**src/rtl/amgt_pkg.sv**
```systemverilog
`default_nettype none

package amgt_pkg;

   localparam int DEFAULT_VERTICES = 16;
   localparam int OP_W             = 2;
   localparam int STATUS_W         = 2;
   localparam int FIELD_W          = 6;
   localparam int MAX_RESULTS      = 16;
   localparam int RES_IDX_W        = $clog2(MAX_RESULTS);
   localparam int COUNT_W          = $clog2(MAX_RESULTS + 1);

   typedef enum logic [OP_W-1:0] {
      OP_INSERT,
      OP_REMOVE,
      OP_DFS,
      OP_BFS
   } op_type;

   typedef enum logic [STATUS_W-1:0] {
      STS_OK,
      STS_OUT_OF_RANGE,
      STS_ALREADY,
      STS_NEVER
   } status_type;

   typedef enum logic [2:0] {
      RD_A,
      RD_B,
      RD_PICK,
      RD_POP,
      RD_HEAD
   } rd_sel_type;

   typedef enum logic {
      WR_A,
      WR_B
   } wr_sel_type;

   typedef enum logic [1:0] {
      SEND_STATUS,
      SEND_PEND_MID,
      SEND_PEND_LAST,
      SEND_HEAD
   } send_type;

   typedef enum logic [3:0] {
      S_IDLE,
      S_CHECK,
      S_TEST,
      S_READ_B,
      S_WRITE_B,
      S_SINGLE,
      S_DFS_SCAN,
      S_DFS_END,
      S_BFS_READ,
      S_BFS_SCAN,
      S_BFS_EMIT
   } state_type;

   typedef struct packed {
      logic       load;
      logic       rd_en;
      rd_sel_type rd_sel;
      logic       wr_en;
      wr_sel_type wr_sel;
      logic       status_set;
      status_type status_code;
      logic       send;
      send_type   send_kind;
      logic       dfs_start;
      logic       dfs_push;
      logic       dfs_pop;
      logic       bfs_start;
      logic       bfs_enq;
      logic       bfs_deq;
   } ctrl_cmd_type;

   typedef struct packed {
      op_type op;
      logic   a_bad;
      logic   b_bad;
      logic   linked;
      logic   cand_any;
      logic   sp_zero;
      logic   count_full;
      logic   bfs_last;
      logic   out_free;
   } ctrl_status_type;

endpackage

`default_nettype wire

```
**src/rtl/amgt_ctrl.sv**
```systemverilog
`default_nettype none

module amgt_ctrl (
   input  wire logic                      clock,
   input  wire logic                      reset,
   input  wire logic                      req_tvalid,
   output logic                           req_tready,
   input  wire amgt_pkg::ctrl_status_type stat,
   output amgt_pkg::ctrl_cmd_type         cmd
);
   import amgt_pkg::*;

   state_type state_ff;
   state_type state_in;

   always_ff @(posedge clock) begin
      if (reset) begin
         state_ff <= S_IDLE;
      end else begin
         state_ff <= state_in;
      end
   end

   always_comb begin
      state_in   = state_ff;
      cmd        = '0;
      req_tready = 1'b0;
      unique case (state_ff)
         S_IDLE: begin
            req_tready = 1'b1;
            if (req_tvalid) begin
               cmd.load = 1'b1;
               state_in = S_CHECK;
            end
         end
         S_CHECK: begin
            if (stat.op == OP_INSERT || stat.op == OP_REMOVE) begin
               if (stat.a_bad || stat.b_bad) begin
                  cmd.status_set  = 1'b1;
                  cmd.status_code = STS_OUT_OF_RANGE;
                  state_in        = S_SINGLE;
               end else begin
                  cmd.rd_en  = 1'b1;
                  cmd.rd_sel = RD_A;
                  state_in   = S_TEST;
               end
            end else if (stat.a_bad) begin
               cmd.status_set  = 1'b1;
               cmd.status_code = STS_OUT_OF_RANGE;
               state_in        = S_SINGLE;
            end else if (stat.op == OP_DFS) begin
               cmd.dfs_start = 1'b1;
               cmd.rd_en     = 1'b1;
               cmd.rd_sel    = RD_A;
               state_in      = S_DFS_SCAN;
            end else begin
               cmd.bfs_start = 1'b1;
               state_in      = S_BFS_READ;
            end
         end
         S_TEST: begin
            if (stat.op == OP_INSERT && stat.linked) begin
               cmd.status_set  = 1'b1;
               cmd.status_code = STS_ALREADY;
               state_in        = S_SINGLE;
            end else if (stat.op == OP_REMOVE && !stat.linked) begin
               cmd.status_set  = 1'b1;
               cmd.status_code = STS_NEVER;
               state_in        = S_SINGLE;
            end else begin
               cmd.wr_en  = 1'b1;
               cmd.wr_sel = WR_A;
               state_in   = S_READ_B;
            end
         end
         S_READ_B: begin
            cmd.rd_en  = 1'b1;
            cmd.rd_sel = RD_B;
            state_in   = S_WRITE_B;
         end
         S_WRITE_B: begin
            cmd.wr_en       = 1'b1;
            cmd.wr_sel      = WR_B;
            cmd.status_set  = 1'b1;
            cmd.status_code = STS_OK;
            state_in        = S_SINGLE;
         end
         S_SINGLE: begin
            if (stat.out_free) begin
               cmd.send      = 1'b1;
               cmd.send_kind = SEND_STATUS;
               state_in      = S_IDLE;
            end
         end
         S_DFS_SCAN: begin
            priority if (stat.count_full) begin
               state_in = S_DFS_END;
            end else if (stat.cand_any) begin
               if (stat.out_free) begin
                  cmd.send      = 1'b1;
                  cmd.send_kind = SEND_PEND_MID;
                  cmd.dfs_push  = 1'b1;
                  cmd.rd_en     = 1'b1;
                  cmd.rd_sel    = RD_PICK;
               end
            end else if (stat.sp_zero) begin
               state_in = S_DFS_END;
            end else begin
               cmd.dfs_pop = 1'b1;
               cmd.rd_en   = 1'b1;
               cmd.rd_sel  = RD_POP;
            end
         end
         S_DFS_END: begin
            if (stat.out_free) begin
               cmd.send      = 1'b1;
               cmd.send_kind = SEND_PEND_LAST;
               state_in      = S_IDLE;
            end
         end
         S_BFS_READ: begin
            cmd.rd_en  = 1'b1;
            cmd.rd_sel = RD_HEAD;
            state_in   = S_BFS_SCAN;
         end
         S_BFS_SCAN: begin
            if (stat.cand_any) begin
               cmd.bfs_enq = 1'b1;
            end else begin
               state_in = S_BFS_EMIT;
            end
         end
         S_BFS_EMIT: begin
            if (stat.out_free) begin
               cmd.send      = 1'b1;
               cmd.send_kind = SEND_HEAD;
               cmd.bfs_deq   = 1'b1;
               state_in      = stat.bfs_last ? S_IDLE : S_BFS_READ;
            end
         end
         default: begin
            state_in = S_IDLE;
         end
      endcase
   end

endmodule

`default_nettype wire

```
**src/rtl/amgt_datapath.sv**
```systemverilog
`default_nettype none

module amgt_datapath #(
   parameter int VERTICES = amgt_pkg::DEFAULT_VERTICES
) (
   input  wire logic                         clock,
   input  wire logic                         reset,
   input  wire logic [amgt_pkg::OP_W-1:0]    req_operation,
   input  wire logic [amgt_pkg::FIELD_W-1:0] req_vertex_a,
   input  wire logic [amgt_pkg::FIELD_W-1:0] req_vertex_b,
   input  wire amgt_pkg::ctrl_cmd_type       cmd,
   output amgt_pkg::ctrl_status_type         stat,
   input  wire logic                         rsp_tready,
   output logic                              rsp_tvalid,
   output logic [amgt_pkg::STATUS_W-1:0]     rsp_status,
   output logic [amgt_pkg::FIELD_W-1:0]      rsp_vertex,
   output logic                              rsp_last
);
   import amgt_pkg::*;

   localparam int VW = $clog2(VERTICES);
   localparam int TW = $clog2(VERTICES + 1);
   localparam logic [FIELD_W:0] VERTEX_LIMIT = (FIELD_W + 1)'(VERTICES);

   op_type                op_ff;
   logic [FIELD_W-1:0]    a_ff;
   logic [FIELD_W-1:0]    b_ff;
   status_type            status_ff;

   logic [VERTICES-1:0]   adj_mem [VERTICES];
   logic [VERTICES-1:0]   row_valid_ff;
   logic [VERTICES-1:0]   rd_data_ff;
   logic                  rd_valid_ff;

   logic [VERTICES-1:0]   visited_ff;
   logic [VERTICES-1:0]   seen_ff;
   logic [VW-1:0]         pend_ff;
   logic [VW-1:0]         cur_ff;
   logic [VW-1:0]         stack_ff [MAX_RESULTS];
   logic [RES_IDX_W-1:0]  sp_ff;
   logic [COUNT_W-1:0]    count_ff;
   logic [VW-1:0]         queue_ff [MAX_RESULTS];
   logic [RES_IDX_W-1:0]  head_ff;
   logic [TW-1:0]         tail_ff;

   logic                  rsp_valid_ff;
   logic [STATUS_W-1:0]   rsp_status_ff;
   logic [FIELD_W-1:0]    rsp_vertex_ff;
   logic                  rsp_last_ff;

   logic [VW-1:0]         a_idx;
   logic [VW-1:0]         b_idx;
   logic [VERTICES-1:0]   a_oh;
   logic [VERTICES-1:0]   row;
   logic [VERTICES-1:0]   cand;
   logic [VERTICES-1:0]   pick_oh;
   logic [VW-1:0]         pick;
   logic [RES_IDX_W-1:0]  sp_dec;
   logic [VW-1:0]         stack_top;
   logic [VW-1:0]         head_v;
   logic [VW-1:0]         rd_addr;
   logic [VW-1:0]         wr_addr;
   logic [VW-1:0]         wr_bit;
   logic [VERTICES-1:0]   wr_oh;
   logic [VERTICES-1:0]   wr_data;
   logic                  bfs_last;
   logic                  out_free;

   assign a_idx     = a_ff[VW-1:0];
   assign b_idx     = b_ff[VW-1:0];
   assign a_oh      = VERTICES'(1) << a_idx;
   assign row       = rd_valid_ff ? rd_data_ff : '0;
   assign cand      = row & ~((op_ff == OP_DFS) ? visited_ff : seen_ff);
   assign pick_oh   = cand & (~cand + VERTICES'(1));
   assign sp_dec    = sp_ff - RES_IDX_W'(1);
   assign stack_top = stack_ff[sp_dec];
   assign head_v    = queue_ff[head_ff];
   assign bfs_last  = (head_ff == RES_IDX_W'(MAX_RESULTS - 1))
                      || ((8'(head_ff) + 8'd1) == 8'(tail_ff));
   assign out_free  = !rsp_valid_ff || rsp_tready;

   always_comb begin
      pick = '0;
      for (int i = VERTICES - 1; i >= 0; i--) begin
         if (cand[i]) begin
            pick = VW'(i);
         end
      end
   end

   always_comb begin
      unique case (cmd.rd_sel)
         RD_A:    rd_addr = a_idx;
         RD_B:    rd_addr = b_idx;
         RD_PICK: rd_addr = pick;
         RD_POP:  rd_addr = stack_top;
         RD_HEAD: rd_addr = head_v;
         default: rd_addr = a_idx;
      endcase
   end

   assign wr_addr = (cmd.wr_sel == WR_A) ? a_idx : b_idx;
   assign wr_bit  = (cmd.wr_sel == WR_A) ? b_idx : a_idx;
   assign wr_oh   = VERTICES'(1) << wr_bit;
   assign wr_data = (op_ff == OP_INSERT) ? (row | wr_oh) : (row & ~wr_oh);

   always_comb begin
      stat.op         = op_ff;
      stat.a_bad      = {1'b0, a_ff} >= VERTEX_LIMIT;
      stat.b_bad      = {1'b0, b_ff} >= VERTEX_LIMIT;
      stat.linked     = row[b_idx];
      stat.cand_any   = |cand;
      stat.sp_zero    = (sp_ff == '0);
      stat.count_full = (count_ff == COUNT_W'(MAX_RESULTS));
      stat.bfs_last   = bfs_last;
      stat.out_free   = out_free;
   end

   always_ff @(posedge clock) begin
      if (cmd.load) begin
         op_ff <= op_type'(req_operation);
         a_ff  <= req_vertex_a;
         b_ff  <= req_vertex_b;
      end
      if (cmd.status_set) begin
         status_ff <= cmd.status_code;
      end
   end

   always_ff @(posedge clock) begin
      if (cmd.wr_en) begin
         adj_mem[wr_addr] <= wr_data;
      end
      if (cmd.rd_en) begin
         rd_data_ff <= adj_mem[rd_addr];
      end
   end

   always_ff @(posedge clock) begin
      if (reset) begin
         row_valid_ff <= '0;
         rd_valid_ff  <= 1'b0;
      end else begin
         if (cmd.wr_en) begin
            row_valid_ff[wr_addr] <= 1'b1;
         end
         if (cmd.rd_en) begin
            rd_valid_ff <= row_valid_ff[rd_addr];
         end
      end
   end

   always_ff @(posedge clock) begin
      if (reset) begin
         visited_ff <= '0;
      end else if (cmd.dfs_start) begin
         visited_ff <= a_oh;
      end else if (cmd.dfs_push) begin
         visited_ff <= visited_ff | pick_oh;
      end
   end

   always_ff @(posedge clock) begin
      if (cmd.dfs_start) begin
         pend_ff  <= a_idx;
         cur_ff   <= a_idx;
         sp_ff    <= '0;
         count_ff <= COUNT_W'(1);
      end else if (cmd.dfs_push) begin
         stack_ff[sp_ff] <= cur_ff;
         sp_ff           <= sp_ff + RES_IDX_W'(1);
         cur_ff          <= pick;
         pend_ff         <= pick;
         count_ff        <= count_ff + COUNT_W'(1);
      end else if (cmd.dfs_pop) begin
         cur_ff <= stack_top;
         sp_ff  <= sp_dec;
      end
   end

   always_ff @(posedge clock) begin
      if (cmd.bfs_start) begin
         queue_ff[0] <= a_idx;
         seen_ff     <= a_oh;
         head_ff     <= '0;
         tail_ff     <= TW'(1);
      end else begin
         if (cmd.bfs_enq) begin
            if (int'(tail_ff) < MAX_RESULTS) begin
               queue_ff[RES_IDX_W'(tail_ff)] <= pick;
            end
            seen_ff <= seen_ff | pick_oh;
            tail_ff <= tail_ff + TW'(1);
         end
         if (cmd.bfs_deq) begin
            head_ff <= head_ff + RES_IDX_W'(1);
         end
      end
   end

   always_ff @(posedge clock) begin
      if (reset) begin
         rsp_valid_ff <= 1'b0;
      end else if (cmd.send) begin
         rsp_valid_ff <= 1'b1;
      end else if (rsp_tready) begin
         rsp_valid_ff <= 1'b0;
      end
   end

   always_ff @(posedge clock) begin
      if (cmd.send) begin
         unique case (cmd.send_kind)
            SEND_STATUS: begin
               rsp_status_ff <= status_ff;
               rsp_vertex_ff <= '0;
               rsp_last_ff   <= 1'b1;
            end
            SEND_PEND_MID: begin
               rsp_status_ff <= STS_OK;
               rsp_vertex_ff <= FIELD_W'(pend_ff);
               rsp_last_ff   <= 1'b0;
            end
            SEND_PEND_LAST: begin
               rsp_status_ff <= STS_OK;
               rsp_vertex_ff <= FIELD_W'(pend_ff);
               rsp_last_ff   <= 1'b1;
            end
            SEND_HEAD: begin
               rsp_status_ff <= STS_OK;
               rsp_vertex_ff <= FIELD_W'(head_v);
               rsp_last_ff   <= bfs_last;
            end
            default: begin
               rsp_status_ff <= status_ff;
               rsp_vertex_ff <= '0;
               rsp_last_ff   <= 1'b1;
            end
         endcase
      end
   end

   assign rsp_tvalid = rsp_valid_ff;
   assign rsp_status = rsp_status_ff;
   assign rsp_vertex = rsp_vertex_ff;
   assign rsp_last   = rsp_last_ff;

endmodule

`default_nettype wire

```
**src/rtl/adjacency_matrix_graph_traversal_core.sv**
```systemverilog
`default_nettype none

// Undirected graph engine over a symmetric adjacency bit matrix of VERTICES rows, held in a
// memory with one read and one write port and a valid bit per row, so the graph is empty
// right after reset with no clearing pass. An insert or remove transfer yields one status
// result once each endpoint's row has been read and then written in turn. A depth-first
// walk reads one row per cycle, one for each visited vertex and one for each backtrack,
// but holds while a found neighbor waits for room in the output register. A breadth-first
// walk, for each dequeued vertex, reads its row, queues each newly found neighbor in turn,
// closes the scan and emits the vertex. A walk emits at most 16 results, the last one with
// tlast set; a new request is taken while the final result still waits in the output
// register.
module adjacency_matrix_graph_traversal_core #(
   parameter int VERTICES = amgt_pkg::DEFAULT_VERTICES
) (
   input  wire logic        clock,
   input  wire logic        reset,
   input  wire logic        req_tvalid,
   output logic             req_tready,
   input  wire logic [15:0] req_tdata,   // operation [1:0], vertex_a [7:2], vertex_b [13:8]
   output logic             rsp_tvalid,
   input  wire logic        rsp_tready,
   output logic [7:0]       rsp_tdata,   // status [1:0], vertex [7:2]
   output logic             rsp_tlast
);
   import amgt_pkg::*;

   ctrl_cmd_type        cmd;
   ctrl_status_type     stat;
   logic [STATUS_W-1:0] rsp_status;
   logic [FIELD_W-1:0]  rsp_vertex;

   amgt_ctrl u_ctrl (
      .clock      (clock),
      .reset      (reset),
      .req_tvalid (req_tvalid),
      .req_tready (req_tready),
      .stat       (stat),
      .cmd        (cmd)
   );

   amgt_datapath #(
      .VERTICES (VERTICES)
   ) u_datapath (
      .clock         (clock),
      .reset         (reset),
      .req_operation (req_tdata[1:0]),
      .req_vertex_a  (req_tdata[7:2]),
      .req_vertex_b  (req_tdata[13:8]),
      .cmd           (cmd),
      .stat          (stat),
      .rsp_tready    (rsp_tready),
      .rsp_tvalid    (rsp_tvalid),
      .rsp_status    (rsp_status),
      .rsp_vertex    (rsp_vertex),
      .rsp_last      (rsp_tlast)
   );

   assign rsp_tdata = {rsp_vertex, rsp_status};

endmodule

`default_nettype wire

```
**config.mk**
```make
export PLATFORM = sky130hd
export DESIGN_NAME = adjacency_matrix_graph_traversal_core
export DESIGN_NICKNAME = d
export VERILOG_FILES = /design/src/rtl/amgt_pkg.sv /design/src/rtl/amgt_ctrl.sv /design/src/rtl/amgt_datapath.sv /design/src/rtl/adjacency_matrix_graph_traversal_core.sv
export SDC_FILE = /design/constraint.sdc
export NUM_CORES = 1
export LEC_CHECK = 0
export BUFFER_PORTS_ARGS = -buffer_cell sky130_fd_sc_hd__buf_2
export CAP_MARGIN = 15
export CORE_UTILIZATION = 35
export CTS_BUF_LIST = sky130_fd_sc_hd__clkbuf_8
export DETAILED_ROUTE_END_ITERATION = 8
export GPL_TIMING_DRIVEN = 0
export HOLD_SLACK_MARGIN = 0.02
export PLACE_DENSITY = 0.59
export SLEW_MARGIN = 20
export SYNTH_ARGS = -nofsm -noshare
export SYNTH_HDL_FRONTEND = slang
export SYNTH_HIERARCHICAL = 1
export SYNTH_SLANG_ARGS = --single-unit
```
**constraint.sdc**
```tcl
create_clock -name clock -period 15.3 [get_ports clock]
set_input_delay 3.06 -clock clock [delete_from_list [all_inputs] [get_ports clock]]
set_output_delay 3.06 -clock clock [all_outputs]
set_load 0.005 [all_outputs]
```
==> impl_metrics.yaml <==
status:
  status: "completed"
worst_setup_path:
  cp_slowest_stage_delay_ps: 800
  cp-end-kind: "flop"
  crit_slowest_cell: "nor3b_1"
  cp_top_family: "simple AND/OR/NAND/NOR gates"
  path_buf_inv: 4
  worstPathRequired_ps: 15700
  path_max_fanout: 14
  critPathArrivalTime_ps: 8500
  crit_type: "reg -> reg"
  path_cells: "nand2b_2 -> buf_4 -> buf_2 -> a211o_1 -> and4_1 -> nand2_1 -> nor3_2 -> nor3b_2 -> nand2_1 -> nor3b_1 -> a21o_1 -> clkbuf_1 -> nor3_1 -> a21o_1 -> a32o_1 -> a211oi_1 -> o21ai_0 -> nor2_1 -> nor2_1 -> clkbuf_1 -> a22oi_1 -> o221ai_1"
  start_kind: "flop"
global_route:
  grt_pass1_vias: 14500
  antenna_found_initial: 1
  grt_use_met3_pct: 3.36
  grt_max_degree: 20
  grt_pass1_wl_um: 88500
  busiest_layer: "met2"
  track_usage_pct: 18.2
  grt.met2_usage_pct: 28.1
  grt_overflow: 0
  gr-usage-met1_pct: 25.3
final_layout:
  fin_cells: 2775
  area_growth_syn_to_layout_pct: 15.3
  final_cell_mix: "edfxtp_1, nor2_1, nand2_1"
  nets: 1887
  final_common_cell: "edfxtp_1"
  drive_gt1_share_pct: 16.7
synth:
  yosysTopAreaCell: "edfxtp_1"
  ys_async_sr_fraction_pct: 0
  ys_warn_count: 6
  yosys.area.top_type_share_pct: 59.9
  synth_edf_count: 447
  syn_inst: 1703
  ys_seq_area_share_pct: 65.3
  ys_ff_latch: 507
  synth_area_leaders: "edfxtp_1, mux2i_1, dfxtp_1, mux4_2, nor2_1"
  ys.flop_type: "edfxtp_1"
  syn_avg_cell_area_um2: 13.2
  syn_area_mm2: 0.0224
  synth_cell_type_count: 81
clocking:
  cts_buffers: 89
  path_clk_slew_ps: 60
  postCtsResizedCells: 0
  root_buffer: "clkbuf_8"
  ctsHoldBuffers: 0
  cts_htree_levels: 3
  cts.sinks: 507
  clkLatencyLatePin_ps: 720
  clk_path_buf_depth: 3
  cts_setup_buffers: 0
  cts_tree: "done"
timing:
  finClkSkew_ps: 74.7
  max_slew.worst_pin.slew_ps: 1040
  relSlewSlack_pct: 30.0
  fmax_ghz: 0.123
  hold_viol: 0
  period_share_pct: 53.0
  setup-tns-final_ps: 0
  drv_slew: 0
  setup_violations: 0
  period_needed_ps: 8100
  rsz0062_at_grt: "false"
drt:
  drc_errors: 0
  wl_per_cell_um: 21.1
  vias_per_cell: 5.35
  drt-total-wl_um: 58500
  drtAntennaViolNets: 0
  vias: 14800
  drt_iter0_drc: 1352
  dr.pass1.iters: 8
floorplanning:
  die_y_um: 255
  die_area_mm2: 0.0650
  initial_utilization_pct: 35.4
  io-pin-count: 31
  num_rows: 92
  die_w_um: 255
  core-area_mm2: 0.0632
power:
  ir_drop_uv: 71.1
  power.density_mw_per_mm2: 151
  p_leak_uw: 0.00889
placement:
  port_buffers: 26
  gp_congestion: 0.927
  place_inst: 2608
  place_hpwl_um: 41300
job:
  cap_violations: 0
min_path:
  min_path_type: "reg -> reg"
-- worst paths after layout --
kind / start / end / slack (ps) / cells past startpoint
setup / recovery: u_datapath/op_ff[0]$_DFFE_PP_ / u_datapath/rd_data_ff[8]$_DFFE_PP_ / 7200 / 22
hold / removal: u_datapath/row_valid_ff[3]$_SDFFE_PP0P_ / u_datapath/row_valid_ff[3]$_SDFFE_PP0P_ / 470 / 2
setup reg to reg: u_datapath/op_ff[0]$_DFFE_PP_ / u_datapath/rd_data_ff[8]$_DFFE_PP_ / 7200 / 22
hold reg to reg: u_datapath/row_valid_ff[3]$_SDFFE_PP0P_ / u_datapath/row_valid_ff[3]$_SDFFE_PP0P_ / 470 / 2
-- area by class of cell --
type	instances	area [µm²]
Fill cell	5850	37400
Buffer	105	514
Tap cell	846	1060
Clock buffer	95	1310
Multi-Input combinational cell	1070	7290
Sequential cell	507	14600
Clock inverter	70	425
Inverter	22	82.6
Antenna cell	2	5.00
Timing Repair Buffer	58	520
-- registers in the layout, summed over array words and instances, names as in the netlist, named ones only --
signal	count
u_datapath/a_ff	6
u_datapath/rsp_vertex	4
u_datapath/sp_ff	4
u_datapath/status_ff	2
u_datapath/rsp_status	2
u_datapath/adj_mem	256
u_datapath/rd_valid_ff	1
u_datapath/op_ff	2
u_datapath/b_ff	6
u_datapath/pend_ff	4
u_datapath/row_valid_ff	16
u_datapath/cur_ff	4
u_datapath/visited_ff	16
u_datapath/count_ff	5
u_datapath/rd_data_ff	16
u_datapath/head_ff	4
u_datapath/rsp_last	1
u_datapath/queue_ff	64
u_ctrl/state_ff	4
u_datapath/seen_ff	16
u_datapath/tail_ff	5
u_datapath/rsp_tvalid	1
u_datapath/stack_ff	64
-- layer usage --
layer | part of all wire, % | wire, µm | vias to the layer above
li1 | - | - | 6735
met2 | 46 | 26700 | 589
met3 | 6.9 | 4020 | 111
met1 | 45 | 26100 | 7402
met4 | 3.0 | 1740 | 0
met5 | 0 | 0 | -
-- through the flow --
stage               worst slack [ps]  area, µm²  hold slack, ps  util (%)  power (µW)
floorplan                       9620      22400             434         -        2370
detailed placement              7480      24100             455      38.1        2740
CTS                             7440      25800             470      40.9        3940
global route                    6790      25800             498      40.9        4090
global placement                7450      23600             454      37.3        2700
finish                          7200      25800             469      40.9        3910
-- cell families (layout without fill, tap and decap cells) --
logic type      count (synthesis)  after routing  share of synthesized area [%]
compound gates                261            261                           8.20
xor+xnor                       23             23                          0.899
fa+ha+maj                      14             14                          0.782
buf+inv                       127            350                           2.66
flops                         507            507                           65.3
mux                           170            170                           9.87
other cells                     1              4                         0.0167
simple gates                  600            600                           12.3
-- synth_stat cells (10+ instances only) --
cell        n
a211o_1    10
a211oi_1   45
a21oi_1    27
a22oi_1    21
and2_1     21
and3b_1    15
buf_2      27
buf_4      11
clkbuf_1   59
dfxtp_1    60
edfxtp_1  447
ha_1       14
inv_1      22
mux2i_1   123
mux4_2     40
nand2_1   168
nand2b_1   15
nand3_1    62
nor2_1    226
nor2b_1    11
nor3_1     30
o21ai_0    66
o21ai_1    13
o221ai_1   16
xnor2_1    12
xor2_1     11
-- tightest hold or removal path: cells and delay by family, from the launching register on --
kind | cells | cell delay [ps]
flip-flops | 1 | 320
AND/OR/NAND/NOR | 2 | 110
-- report_power, final --
part	switching [µW]	total [µW]	internal, µW
registers	47.0	1670	1620
logic	676	1060	381
clock network	570	1190	620
total	1290	3910	2620
Power figures use the tool's default switching activity.
